===== src/rtl/core/uart_tf_pkg.sv =====
// Package for the 8N1 UART transceiver with ring FIFOs.
// Holds the channel word types, state encodings and fixed constants.
// No dependencies.
`timescale 1ns / 1ps

package uart_tf_pkg;

    localparam int BYTE_W  = 8;
    localparam int LEVEL_W = 5;
    localparam int BIT_W   = 3;

    localparam logic [BYTE_W-1:0] BIT_TICKS_RESET = 8'd104;
    localparam logic [BIT_W-1:0]  LAST_BIT        = 3'd7;

    // one tick from the baud timer with the fifo requests
    typedef struct packed {
        logic              rx_line;
        logic              tx_push;
        logic [BYTE_W-1:0] tx_byte;
        logic              rx_pop;
    } in_word_t;

    // line levels and fifo status after one tick
    typedef struct packed {
        logic               tx_line;
        logic               tx_accepted;
        logic [BYTE_W-1:0]  rx_byte;
        logic               rx_byte_valid;
        logic [LEVEL_W-1:0] rx_level;
        logic               tx_busy;
    } out_word_t;

    typedef enum logic [1:0] {
        TX_IDLE,
        TX_START,
        TX_DATA,
        TX_STOP
    } tx_state_t;

    typedef enum logic [2:0] {
        RX_IDLE,
        RX_START,
        RX_HALF,
        RX_DATA,
        RX_STOP
    } rx_state_t;

endpackage


===== src/rtl/core/uart_tf_ram.sv =====
// Generic simple dual-port RAM: one write port, one read port with registered data.
// No dependencies.
`timescale 1ns / 1ps

module uart_tf_ram #(
    parameter int WIDTH = 8,
    parameter int DEPTH = 16,
    parameter int AW    = 4
) (
    input  logic             aclk,
    input  logic             we,
    input  logic [AW-1:0]    waddr,
    input  logic [WIDTH-1:0] wdata,
    input  logic [AW-1:0]    raddr,
    output logic [WIDTH-1:0] rdata
);

    logic [WIDTH-1:0] mem_reg [DEPTH];
    logic [WIDTH-1:0] rdata_reg;

    // write port
    always_ff @(posedge aclk) begin
        if (we) begin
            mem_reg[waddr] <= wdata;
        end
    end

    // registered read, old data on a collision
    always_ff @(posedge aclk) begin
        rdata_reg <= mem_reg[raddr];
    end

    assign rdata = rdata_reg;

endmodule


===== src/rtl/core/uart_8n1_transceiver_fifo.sv =====
// 8N1 UART transceiver stepped by baud ticks, with transmit and receive ring FIFOs.
// Depends on uart_tf_pkg and uart_tf_ram.
// Result words are registered; the FIFO heads are prefetched from RAM every cycle.
// Throughput: one tick per cycle, while no result word waits with m_ready low.
// Reset (aresetn low, synchronous): both machines idle, both FIFOs empty, line seen
// idle high, bit_ticks back to 104, no result word pending.
`timescale 1ns / 1ps

module uart_8n1_transceiver_fifo
    import uart_tf_pkg::*;
#(
    parameter int TX_DEPTH = 16,
    parameter int RX_DEPTH = 16
) (
    input  logic              aclk,
    input  logic              aresetn,
    input  logic              cfg_valid,
    output logic              cfg_ready,
    input  logic [BYTE_W-1:0] cfg_data,
    input  logic              s_valid,
    output logic              s_ready,
    input  in_word_t          s_data,
    output logic              m_valid,
    input  logic              m_ready,
    output out_word_t         m_data
);

    localparam int TX_AW = (TX_DEPTH > 1) ? $clog2(TX_DEPTH) : 1;
    localparam int TX_FW = $clog2(TX_DEPTH + 1);
    localparam int TX_SW = TX_AW + 1;
    localparam int RX_AW = (RX_DEPTH > 1) ? $clog2(RX_DEPTH) : 1;
    localparam int RX_FW = $clog2(RX_DEPTH + 1);
    localparam int RX_SW = RX_AW + 1;

    logic s_fire;

    logic [BYTE_W-1:0] bit_ticks_reg;
    logic [BYTE_W-1:0] lim;
    logic [BYTE_W-1:0] half;

    // transmit state
    tx_state_t         tx_state_reg, tx_state_next;
    logic [BYTE_W-1:0] tx_shift_reg, tx_shift_next;
    logic [BYTE_W-1:0] tx_count_reg, tx_count_next;
    logic [BIT_W-1:0]  tx_bit_reg, tx_bit_next;
    logic [TX_AW-1:0]  tx_head_reg, tx_head_next;
    logic [TX_FW-1:0]  tx_fill_reg, tx_fill_next;
    logic              tx_byp_hit_reg;
    logic [BYTE_W-1:0] tx_byp_data_reg;
    logic              tx_push_ok;
    logic [TX_FW-1:0]  tx_fill_push;
    logic              tx_pop;
    logic [BYTE_W-1:0] tx_pop_byte;
    logic [BYTE_W-1:0] tx_head_data;
    logic [BYTE_W-1:0] tx_rdata;
    logic [BYTE_W-1:0] tx_count_inc;
    logic              tx_done;
    logic [TX_SW-1:0]  tx_tail_sum;
    logic [TX_AW-1:0]  tx_waddr;
    logic [TX_AW-1:0]  tx_raddr;
    logic              tx_we;

    // receive state
    rx_state_t         rx_state_reg, rx_state_next;
    logic [BYTE_W-1:0] rx_shift_reg, rx_shift_next;
    logic [BYTE_W-1:0] rx_count_reg, rx_count_next;
    logic [BIT_W-1:0]  rx_bit_reg, rx_bit_next;
    logic              rx_prev_reg;
    logic [RX_AW-1:0]  rx_head_reg, rx_head_next;
    logic [RX_FW-1:0]  rx_fill_reg, rx_fill_next;
    logic              rx_byp_hit_reg;
    logic [BYTE_W-1:0] rx_byp_data_reg;
    logic              rx_pop_ok;
    logic [RX_FW-1:0]  rx_fill_pop;
    logic              rx_store;
    logic [BYTE_W-1:0] rx_head_data;
    logic [BYTE_W-1:0] rx_rdata;
    logic [BYTE_W-1:0] rx_lim;
    logic [BYTE_W-1:0] rx_count_inc;
    logic              rx_done;
    logic [RX_SW-1:0]  rx_tail_sum;
    logic [RX_AW-1:0]  rx_waddr;
    logic [RX_AW-1:0]  rx_raddr;
    logic              rx_we;

    // result register
    logic      m_valid_reg;
    out_word_t m_data_reg;
    out_word_t out_next;

    assign s_ready   = !m_valid_reg || m_ready;
    assign s_fire    = s_valid && s_ready;
    assign cfg_ready = 1'b1;
    assign m_valid   = m_valid_reg;
    assign m_data    = m_data_reg;

    // bit period limits, zero acts as one
    assign lim  = (bit_ticks_reg == '0) ? 8'd1 : bit_ticks_reg;
    assign half = (bit_ticks_reg[BYTE_W-1:1] == '0) ? 8'd1 : {1'b0, bit_ticks_reg[BYTE_W-1:1]};

    // configuration register
    always_ff @(posedge aclk) begin
        if (!aresetn) begin
            bit_ticks_reg <= BIT_TICKS_RESET;
        end else if (cfg_valid && cfg_ready) begin
            bit_ticks_reg <= cfg_data;
        end
    end

    // ---------------- transmit ----------------

    // push into the transmit fifo
    assign tx_push_ok   = s_data.tx_push && (tx_fill_reg < TX_FW'(TX_DEPTH));
    assign tx_fill_push = tx_fill_reg + TX_FW'(tx_push_ok);
    assign tx_tail_sum  = {1'b0, tx_head_reg} + TX_SW'(tx_fill_reg);
    assign tx_waddr     = (tx_tail_sum >= TX_SW'(TX_DEPTH))
                        ? TX_AW'(tx_tail_sum - TX_SW'(TX_DEPTH)) : TX_AW'(tx_tail_sum);
    assign tx_we        = s_fire && tx_push_ok;

    // head word: prefetched entry, or the byte pushed into an empty queue
    assign tx_head_data = tx_byp_hit_reg ? tx_byp_data_reg : tx_rdata;
    assign tx_pop_byte  = (tx_fill_reg == '0) ? s_data.tx_byte : tx_head_data;

    // bit timer
    assign tx_count_inc = tx_count_reg + 8'd1;
    assign tx_done      = (tx_count_inc >= lim);

    // transmit next state
    always_comb begin
        tx_state_next = tx_state_reg;
        tx_shift_next = tx_shift_reg;
        tx_count_next = tx_count_reg;
        tx_bit_next   = tx_bit_reg;
        tx_pop        = 1'b0;
        case (tx_state_reg)
            TX_IDLE: begin
                if (tx_fill_push != '0) begin
                    tx_pop        = 1'b1;
                    tx_shift_next = tx_pop_byte;
                    tx_state_next = TX_START;
                    tx_count_next = '0;
                end
            end
            default: begin
                tx_count_next = tx_done ? '0 : tx_count_inc;
                if (tx_done) begin
                    case (tx_state_reg)
                        TX_START: begin
                            tx_state_next = TX_DATA;
                            tx_bit_next   = '0;
                        end
                        TX_DATA: begin
                            tx_shift_next = {1'b0, tx_shift_reg[BYTE_W-1:1]};
                            if (tx_bit_reg == LAST_BIT) begin
                                tx_state_next = TX_STOP;
                            end else begin
                                tx_bit_next = tx_bit_reg + 3'd1;
                            end
                        end
                        TX_STOP: begin
                            if (tx_fill_push != '0) begin
                                tx_pop        = 1'b1;
                                tx_shift_next = tx_pop_byte;
                                tx_state_next = TX_START;
                            end else begin
                                tx_state_next = TX_IDLE;
                            end
                        end
                        default: begin
                            tx_state_next = TX_IDLE;
                        end
                    endcase
                end
            end
        endcase
    end

    // transmit fifo pointers
    assign tx_fill_next = tx_fill_push - TX_FW'(tx_pop);
    assign tx_head_next = !tx_pop ? tx_head_reg
                        : (tx_head_reg == TX_AW'(TX_DEPTH - 1)) ? '0
                        : tx_head_reg + TX_AW'(1);
    assign tx_raddr     = !aresetn ? '0 : (s_fire ? tx_head_next : tx_head_reg);

    uart_tf_ram #(
        .WIDTH (BYTE_W),
        .DEPTH (TX_DEPTH),
        .AW    (TX_AW)
    ) u_tx_ram (
        .aclk  (aclk),
        .we    (tx_we),
        .waddr (tx_waddr),
        .wdata (s_data.tx_byte),
        .raddr (tx_raddr),
        .rdata (tx_rdata)
    );

    // transmit registers
    always_ff @(posedge aclk) begin
        if (!aresetn) begin
            tx_state_reg   <= TX_IDLE;
            tx_shift_reg   <= '0;
            tx_count_reg   <= '0;
            tx_bit_reg     <= '0;
            tx_head_reg    <= '0;
            tx_fill_reg    <= '0;
            tx_byp_hit_reg <= 1'b0;
        end else begin
            tx_byp_hit_reg <= tx_we && (tx_waddr == tx_raddr);
            if (s_fire) begin
                tx_state_reg <= tx_state_next;
                tx_shift_reg <= tx_shift_next;
                tx_count_reg <= tx_count_next;
                tx_bit_reg   <= tx_bit_next;
                tx_head_reg  <= tx_head_next;
                tx_fill_reg  <= tx_fill_next;
            end
        end
    end

    always_ff @(posedge aclk) begin
        tx_byp_data_reg <= s_data.tx_byte;
    end

    // ---------------- receive ----------------

    // pop from the receive fifo
    assign rx_pop_ok    = s_data.rx_pop && (rx_fill_reg != '0);
    assign rx_fill_pop  = rx_fill_reg - RX_FW'(rx_pop_ok);
    assign rx_head_next = !rx_pop_ok ? rx_head_reg
                        : (rx_head_reg == RX_AW'(RX_DEPTH - 1)) ? '0
                        : rx_head_reg + RX_AW'(1);
    assign rx_head_data = rx_byp_hit_reg ? rx_byp_data_reg : rx_rdata;

    // bit timer, half period while centering on the start bit
    assign rx_lim       = (rx_state_reg == RX_HALF) ? half : lim;
    assign rx_count_inc = rx_count_reg + 8'd1;
    assign rx_done      = (rx_count_inc >= rx_lim);

    // receive next state
    always_comb begin
        rx_state_next = rx_state_reg;
        rx_shift_next = rx_shift_reg;
        rx_count_next = rx_count_reg;
        rx_bit_next   = rx_bit_reg;
        rx_store      = 1'b0;
        case (rx_state_reg)
            RX_IDLE: begin
                if (rx_prev_reg && !s_data.rx_line) begin
                    rx_state_next = RX_START;
                    rx_count_next = '0;
                end
            end
            default: begin
                rx_count_next = rx_done ? '0 : rx_count_inc;
                if (rx_done) begin
                    case (rx_state_reg)
                        RX_START: begin
                            rx_state_next = RX_HALF;
                        end
                        RX_HALF: begin
                            rx_shift_next = {s_data.rx_line, rx_shift_reg[BYTE_W-1:1]};
                            rx_state_next = RX_DATA;
                            rx_bit_next   = 3'd1;
                        end
                        RX_DATA: begin
                            rx_shift_next = {s_data.rx_line, rx_shift_reg[BYTE_W-1:1]};
                            if (rx_bit_reg == LAST_BIT) begin
                                rx_state_next = RX_STOP;
                            end else begin
                                rx_bit_next = rx_bit_reg + 3'd1;
                            end
                        end
                        RX_STOP: begin
                            rx_store      = s_data.rx_line && (rx_fill_pop < RX_FW'(RX_DEPTH));
                            rx_state_next = RX_IDLE;
                        end
                        default: begin
                            rx_state_next = RX_IDLE;
                        end
                    endcase
                end
            end
        endcase
    end

    // receive fifo write side
    assign rx_fill_next = rx_fill_pop + RX_FW'(rx_store);
    assign rx_tail_sum  = {1'b0, rx_head_next} + RX_SW'(rx_fill_pop);
    assign rx_waddr     = (rx_tail_sum >= RX_SW'(RX_DEPTH))
                        ? RX_AW'(rx_tail_sum - RX_SW'(RX_DEPTH)) : RX_AW'(rx_tail_sum);
    assign rx_we        = s_fire && rx_store;
    assign rx_raddr     = !aresetn ? '0 : (s_fire ? rx_head_next : rx_head_reg);

    uart_tf_ram #(
        .WIDTH (BYTE_W),
        .DEPTH (RX_DEPTH),
        .AW    (RX_AW)
    ) u_rx_ram (
        .aclk  (aclk),
        .we    (rx_we),
        .waddr (rx_waddr),
        .wdata (rx_shift_reg),
        .raddr (rx_raddr),
        .rdata (rx_rdata)
    );

    // receive registers
    always_ff @(posedge aclk) begin
        if (!aresetn) begin
            rx_state_reg   <= RX_IDLE;
            rx_shift_reg   <= '0;
            rx_count_reg   <= '0;
            rx_bit_reg     <= '0;
            rx_prev_reg    <= 1'b1;
            rx_head_reg    <= '0;
            rx_fill_reg    <= '0;
            rx_byp_hit_reg <= 1'b0;
        end else begin
            rx_byp_hit_reg <= rx_we && (rx_waddr == rx_raddr);
            if (s_fire) begin
                rx_state_reg <= rx_state_next;
                rx_shift_reg <= rx_shift_next;
                rx_count_reg <= rx_count_next;
                rx_bit_reg   <= rx_bit_next;
                rx_prev_reg  <= s_data.rx_line;
                rx_head_reg  <= rx_head_next;
                rx_fill_reg  <= rx_fill_next;
            end
        end
    end

    always_ff @(posedge aclk) begin
        rx_byp_data_reg <= rx_shift_reg;
    end

    // ---------------- result word ----------------

    // outputs from the updated state
    always_comb begin
        case (tx_state_next)
            TX_START: out_next.tx_line = 1'b0;
            TX_DATA:  out_next.tx_line = tx_shift_next[0];
            default:  out_next.tx_line = 1'b1;
        endcase
        out_next.tx_accepted   = tx_push_ok;
        out_next.rx_byte       = rx_pop_ok ? rx_head_data : '0;
        out_next.rx_byte_valid = rx_pop_ok;
        out_next.rx_level      = LEVEL_W'(rx_fill_next);
        out_next.tx_busy       = (tx_state_next != TX_IDLE) || (tx_fill_next != '0);
    end

    // output register
    always_ff @(posedge aclk) begin
        if (!aresetn) begin
            m_valid_reg <= 1'b0;
        end else if (s_fire) begin
            m_valid_reg <= 1'b1;
        end else if (m_ready) begin
            m_valid_reg <= 1'b0;
        end
    end

    always_ff @(posedge aclk) begin
        if (s_fire) begin
            m_data_reg <= out_next;
        end
    end

endmodule


===== config.mk =====
export PLATFORM = sky130hd
export DESIGN_NAME = uart_8n1_transceiver_fifo
export DESIGN_NICKNAME = d
export VERILOG_FILES = /design/src/rtl/core/uart_tf_pkg.sv /design/src/rtl/core/uart_tf_ram.sv /design/src/rtl/core/uart_8n1_transceiver_fifo.sv
export SDC_FILE = /design/constraint.sdc
export NUM_CORES = 1
export LEC_CHECK = 0
export ABC_CLOCK_PERIOD_IN_PS = 4600
export BUFFER_PORTS_ARGS = -buffer_cell sky130_fd_sc_hd__buf_2
export CAP_MARGIN = 40
export CORE_ASPECT_RATIO = 0.8
export CORE_MARGIN = 10
export CORE_UTILIZATION = 45
export CTS_CLUSTER_SIZE = 40
export DETAILED_ROUTE_END_ITERATION = 7
export GPL_TIMING_DRIVEN = 1
export SYNTH_ARGS = -nofsm -noshare
export SYNTH_HDL_FRONTEND = slang
export SYNTH_SLANG_ARGS = --single-unit
export TNS_END_PERCENT = 5

===== constraint.sdc =====
create_clock -name aclk -period 4.6 [get_ports aclk]
set_clock_uncertainty 0.15 [all_clocks]
set_input_delay 0.46 -clock aclk [delete_from_list [all_inputs] [get_ports aclk]]
set_output_delay 0.46 -clock aclk [all_outputs]
set_load 0.01 [all_outputs]

; ---- Yosys cells after proc, flatten, opt, wreduce, memory -nomap -nowiden
; Memory sizes are Yosys's and may differ from the RTL's. A register that Yosys moved wholly into a read port is not among the register bits.
; Cells that the tools add are included.
[classes]
n_mux = 55
n_addsub = 14
n_bitwise = 2
eq_ne = 20
magnitude_cmp = 6
n_reduce_logical = 36
[ops]
columns = operator, n
row1 = 8-bit 2-to-1 mux, 14
row2 = 4-bit 2-to-1 mux, 10
row3 = 3-bit 2-to-1 mux, 6
row4 = "8-bit by 1-bit adder with 8-bit output, second input constant", 2
row5 = 8-bit greater-or-equal comparator, 2
row6 = 8-bit one-hot mux with 2 select lines, 1
row7 = 5-bit nonzero test, 3
row8 = 1-bit 2-to-1 mux, 14
row9 = 3-bit one-hot mux with 2 select lines, 2
row10 = 2-bit nonzero test, 6
row11 = 4-bit by 5-bit adder with 5-bit output, 2
row12 = 5-bit by 1-bit adder with 5-bit output, 2
row13 = "5-bit greater-or-equal comparator, second input constant", 2
row14 = "5-bit less-than comparator, second input constant", 2
row15 = 5-bit AND reduction, 2
row16 = 5-bit by 1-bit subtractor with 5-bit output, 2
row17 = "3-bit == test, second input constant", 3
row18 = 1-bit logical AND, 9
row19 = 3-bit one-hot mux with 3 select lines, 1
row20 = "4-bit by 1-bit adder with 4-bit output, second input constant", 2
row21 = 4-bit == test, 2
row22 = "4-bit == test, second input constant", 2
row23 = 8-bit logical NOT, 1
row24 = 2-bit 2-to-1 mux, 4
row25 = other kinds (23), 37
[word_totals]
regBits = 106
mem_bits_rw = 256
inputBits = 24
memories = 2
wordCells = 161
[mem_list]
columns = memory, depth, word_bits, read_ports, rd_ports_with_merged_regs, wr, line_no
row1 = u_rx_ram.mem_reg, 16, 8, 1, 1, 1, uart_tf_ram.sv:18  ; logic [WIDTH-1:0] mem_reg [DEPTH];
row2 = u_tx_ram.mem_reg, 16, 8, 1, 1, 1, uart_tf_ram.sv:18

; ---- Logic depth before layout (Yosys ltp)
[depth]
word_depth = 13
depth_mapped = 20
ltp_nobuf = 19

; ---- Cells and area by module
; Synthesis repeated with hierarchy kept, for this count alone.
[hier_totals]
hier_cells = 1097
hier_area_um2 = 16186.8
[by_module_without_submodules]
columns = mod, instances, seq_area_each_um2, cells_per_inst, area_per_inst_um2
row1 = uart_tf_ram, 2, 4003.8, 229, 5147.4
row2 = uart_8n1_transceiver_fifo, 1, 2292.2, 639, 5891.9

; ---- Least setup slack after synthesis
; Ideal clock, no wire load.
[synth_timing]
kind = reg2reg
start = register rx_fill_reg[4]
end = memory u_rx_ram.mem_reg[12][0], enable pin
arrival_time_ns = 3.594
n_path_buf = 0
required_ns = 4.067
synth_period_minus_slack_ns = 4.127
stages_incl_launch_ff = 15
slack_ns = 0.473
cell_sequence = dfxtp_1 or3_4 o21ai_4 inv_2 ha_1 ha_1 inv_1 ha_1 a21o_1 a21oi_1 xnor2_1 xnor2_1 nor4b_1 nand2_1 nor3_1
[synth_rtl]
columns = element, line_no
row1 = from (decl), uart_8n1_transceiver_fifo.sv:70  ; logic [RX_FW-1:0] rx_fill_reg, rx_fill_next;
row2 = from (signal assigned), uart_8n1_transceiver_fifo.sv:328  ; rx_fill_reg <= rx_fill_next;
row3 = to (decl), uart_tf_ram.sv:18

; ---- Worst setup path after layout
[layout_timing]
start = register tx_count_reg[0]
end = register u_tx_ram.rdata_reg[4], in the netlist u_tx_ram.rdata[4], read port of u_tx_ram.mem_reg
[layout_via]
elab_chain_len = 7
[layout_lines]
columns = element, line_no
row1 = from (decl), uart_8n1_transceiver_fifo.sv:44  ; logic [BYTE_W-1:0] tx_count_reg, tx_count_next;
row2 = from (signal assigned), uart_8n1_transceiver_fifo.sv:213  ; tx_count_reg <= tx_count_next;
row3 = 8-bit by 1-bit adder with 8-bit output, uart_8n1_transceiver_fifo.sv:125  ; assign tx_count_inc = tx_count_reg + 8'd1;
row4 = 8-bit greater-or-equal comparator, uart_8n1_transceiver_fifo.sv:126  ; assign tx_done = (tx_count_inc >= lim);
row5 = 1-bit 2-to-1 mux, uart_8n1_transceiver_fifo.sv:146  ; if (tx_done) begin
row6 = 1-bit 2-to-1 mux, uart_8n1_transceiver_fifo.sv:135  ; case (tx_state_reg)
row7 = 4-bit 2-to-1 mux, uart_8n1_transceiver_fifo.sv:180  ; assign tx_head_next = !tx_pop ? tx_head_reg
row8 = 4-bit 2-to-1 mux (2 in a row), --
row9 = via tx_raddr[3], uart_8n1_transceiver_fifo.sv:60  ; logic [TX_AW-1:0] tx_raddr;
row10 = to (decl), uart_tf_ram.sv:19  ; logic [WIDTH-1:0] rdata_reg;
; The timed path passes the listed nets, and every way through them passes these cells.
; A chain may end at the register's enable or synchronous reset.

==> run_results.csv <==
group,metric,value,unit
status,status,"completed",
worst_setup_path,endpoint_kind,"flop",
clocking,cts_tree,"yes",
drt,dr_total_vias,10900,
timing,slew_headroom,0.341,
logic_synthesis,netlist_area,16600,sq um
worst_setup_path,critPathTopFamily,"simple AND/OR/NAND/NOR gates",
logic_synthesis,synth.avg_cell_area,12.3,sq um
worst_hold_path,hold_start,"cfg_data[2]",
logic_synthesis,synth_top_family_by_area,"simple AND/OR/NAND/NOR gates",
worst_setup_path,worstPathRequired,4880,ps
pwr,clkPwrFrac,0.366,
timing,worstMarginPinSlew,989,ps
timing,finalCriticalPeriod,4430,ps
die,io_pins,44,
clocking,cts_buffers,38,
pwr,p_int,6.09,mW
logic_synthesis,synth_simple_gate_area_frac,0.127,
logic_synthesis,synthArstFlopShare,0,
worst_setup_path,crit_slowest_cell,"or4_1",
timing,period_share,0.963,
drt,drtIter0Drc,1175,
pwr,switchingPower,2.34,mW
logic_synthesis,synth_seq_cells,378,
logic_synthesis,syn_nets,1421,
finish,nets,1490,
die,dieWidth,235,um
pwr,p_comb_frac,0.174,
die,num_rows,62,
clocking,clkTransAtPathRegs,60,ps
logic_synthesis,ys_seq_area_frac,0.619,
global_routing,grt_max_degree,48,
logic_synthesis,yosys.cell_types.count,81,
worst_setup_path,worstSetupPathType,"reg2reg",
logic_synthesis,yosysWarnings,0,
global_routing,antenna_found_initial,1,
global_routing,grt_pass1_wl,61800,um
clocking,clk_path_buf_depth,3,
finish,multi_input_area,5930,sq um
drt,routed_wirelength,39900,um
finish,drive_gt1_frac,0.142,
timing,slew_viol_final,0,
worst_setup_path,crit_arrival,4710,ps
pwr,leakagePower,7.03,nW
worst_setup_path,critPathLaunch,"tx_count_reg[0]",
timing,rsz0062_at_grt,"no",
global_routing,grt.total_usage,0.174,
die,core_area,36200,sq um
pwr,pwr-share-seq,0.460,
worst_setup_path,crit_chain,"nand3_1, nor2_1, nand3_1, xnor2_1, ha_1, nand4_1, nor2_1, a21boi_4, or4_1, and2_1, inv_1, nand3_2, buf_4, o211ai_1, and4b_1",
worst_setup_path,r2r-start,"tx_count_reg[0]",
finish,diodes,0,
clocking,cts.sinks,378,
logic_synthesis,synth_edf_count,273,
pwr,netSwitchingFraction,0.278,
clocking,cts-root-buf,"clkbuf_16",
pwr,ir_drop,211,uV
global_routing,grt_pass1_vias,10400,
placement,place_congestion,0.895,
finish,stdcell_area,18800,sq um
logic_synthesis,synthXorXnorAreaFrac,0.0247,
timing,finalHoldViolations,0,
die,die_area,45100,sq um
logic_synthesis,muxShareOfSynthArea,0.0630,
worst_hold_path,hold_class,"in2reg",
flow_run,drv_cap,0,
placement,dp.final_hpwl,27500,um
timing,fmaxAchievable,226,MHz
clocking,worstSkewPairLatency,550,ps
finish,fill_cells,3102,
finish,final-seq-area,10300,sq um
worst_setup_path,worst-path-max-fanout,10,
clocking,ctsHtreeMaxLevel,2,
drt,detail_route.first_pass.iterations,5,
timing,setup_viol,0,
clocking,cts_setup_buffers,0,
worst_setup_path,critPathBufInv,2,
drt,ant_nets,0,
timing,tns,0,ps
logic_synthesis,synth_fa_ha_area_frac,0.0332,
placement,place.port_buffers,42,
drt,avgRoutedWirePerCell,20.7,um
placement,detailed_place.area,17500,sq um
drt,via_per_inst,5.66,
worst_setup_path,cp-start-kind,"flop",
finish,area_growth,13.2,%
global_routing,grt_overflow,0,
logic_synthesis,netlist_instances,1354,
logic_synthesis,synthFlopType,"edfxtp_1",
pwr,power_density,447,nW/um^2
worst_setup_path,crit_path_max_incr_delay,580,ps
drt,drc,0,
logic_synthesis,synth_compound_area_frac,0.106,
die,start_util,0.459,
die,die_h,192,um
per-stage QoR:
step	setup WS, ps	cells	hold slack (ps)	utilization	power, mW
after global routing	12.4	1932	25.6	0.520	8.79
after CTS	166	1932	2.72	0.519	8.47
final	172	1932	24.1	0.520	8.43
after floorplan	473	1354	281	-	4.94
after detailed placement	181	1859	294	0.484	5.39
after global placement	238	1856	292	0.482	5.38
final timing paths:
path	endpoint	slack, ps	cells past startpoint
max	u_tx_ram.rdata[4]	170	15
min	bit_ticks_reg[2]	20	3
max reg2reg	u_tx_ram.rdata[4]	170	15
min reg2reg	tx_shift_reg[6]	300	2
power by group through the flow:
stage          Sequential, mW  Clock (mW)  Combinational [mW]
2_1_floorplan            3.91           0                1.03
3_3_place_gp             3.95           0                1.43
3_5_place_dp             3.95           0                1.44
4_1_cts                  3.87        3.15                1.45
5_1_grt                  3.89        3.28                1.62
6_report                 3.88        3.09                1.47
worst min-delay path, delay by kind of cell:
family	cells	cell delay [ps]
muxes	1	60
buffers and inverters	1	90
and+or+nand+nor	1	70
logic make-up (layout without fill, tap and decap cells):
| family | Yosys count | after routing |
|---|---|---|
| AOI/OAI and AO/OA | 258 | 258 |
| xor gates and xnor gates | 47 | 47 |
| adders and majority gates | 43 | 43 |
| buffers and inverters | 93 | 191 |
| DFF | 378 | 378 |
| muxes | 99 | 99 |
| other | 1 | 1 |
| and+or+nand+nor | 435 | 435 |
placed cells by master (no fill, tap or decap), types with 23 or more instances in the layout:
cell	Yosys	layout
buf_4	7	42
a211oi_1	31	31
nand3_1	39	38
edfxtp_1	273	273
a31oi_1	23	23
clkbuf_16	0	40
inv_1	24	23
mux2i_1	71	71
nor2_1	106	106
buf_2	13	43
mux2_2	23	23
xor2_1	27	27
dfxtp_1	105	105
o21ai_0	45	44
nand2_1	145	145
ha_1	41	41
a21oi_1	63	63
area by class of cell:
class,instances,share of cell area
Clock buffer,54,0.0586
Inverter,30,0.00611
Sequential cell,378,0.547
Tap cell,480,0.0319
Multi-Input combinational cell,883,0.315
Timing Repair Buffer,92,0.0336
Clock inverter,15,0.00797
cells in the mapped netlist, types with 24 or more instances:
cell | number | area (sq um)
nor2_1 | 106 | 398
nand3_1 | 39 | 195
edfxtp_1 | 273 | 8200
mux2i_1 | 71 | 711
nand2_1 | 145 | 544
clkbuf_1 | 28 | 105
a211oi_1 | 31 | 233
inv_1 | 24 | 90.1
ha_1 | 41 | 513
a21oi_1 | 63 | 315
o21ai_0 | 45 | 225
xor2_1 | 27 | 236
dfxtp_1 | 105 | 2100
metal layers:
metal | vias up | global-route usage | part of all wire
met4 | 0 | 0.0399 | 0.013
met1 | 5350 | 0.267 | 0.51
li1 | 5194 | - | -
met5 | - | 0 | 0
met3 | 38 | 0.0483 | 0.083
met2 | 356 | 0.234 | 0.40
what timing repair did:
action,CTS,global route
resized for setup,0,4
hold buffers,4,0
setup endpoints to repair,0,13
endpoints found under the hold margin,4,0
(Power assumes the default switching activity.)
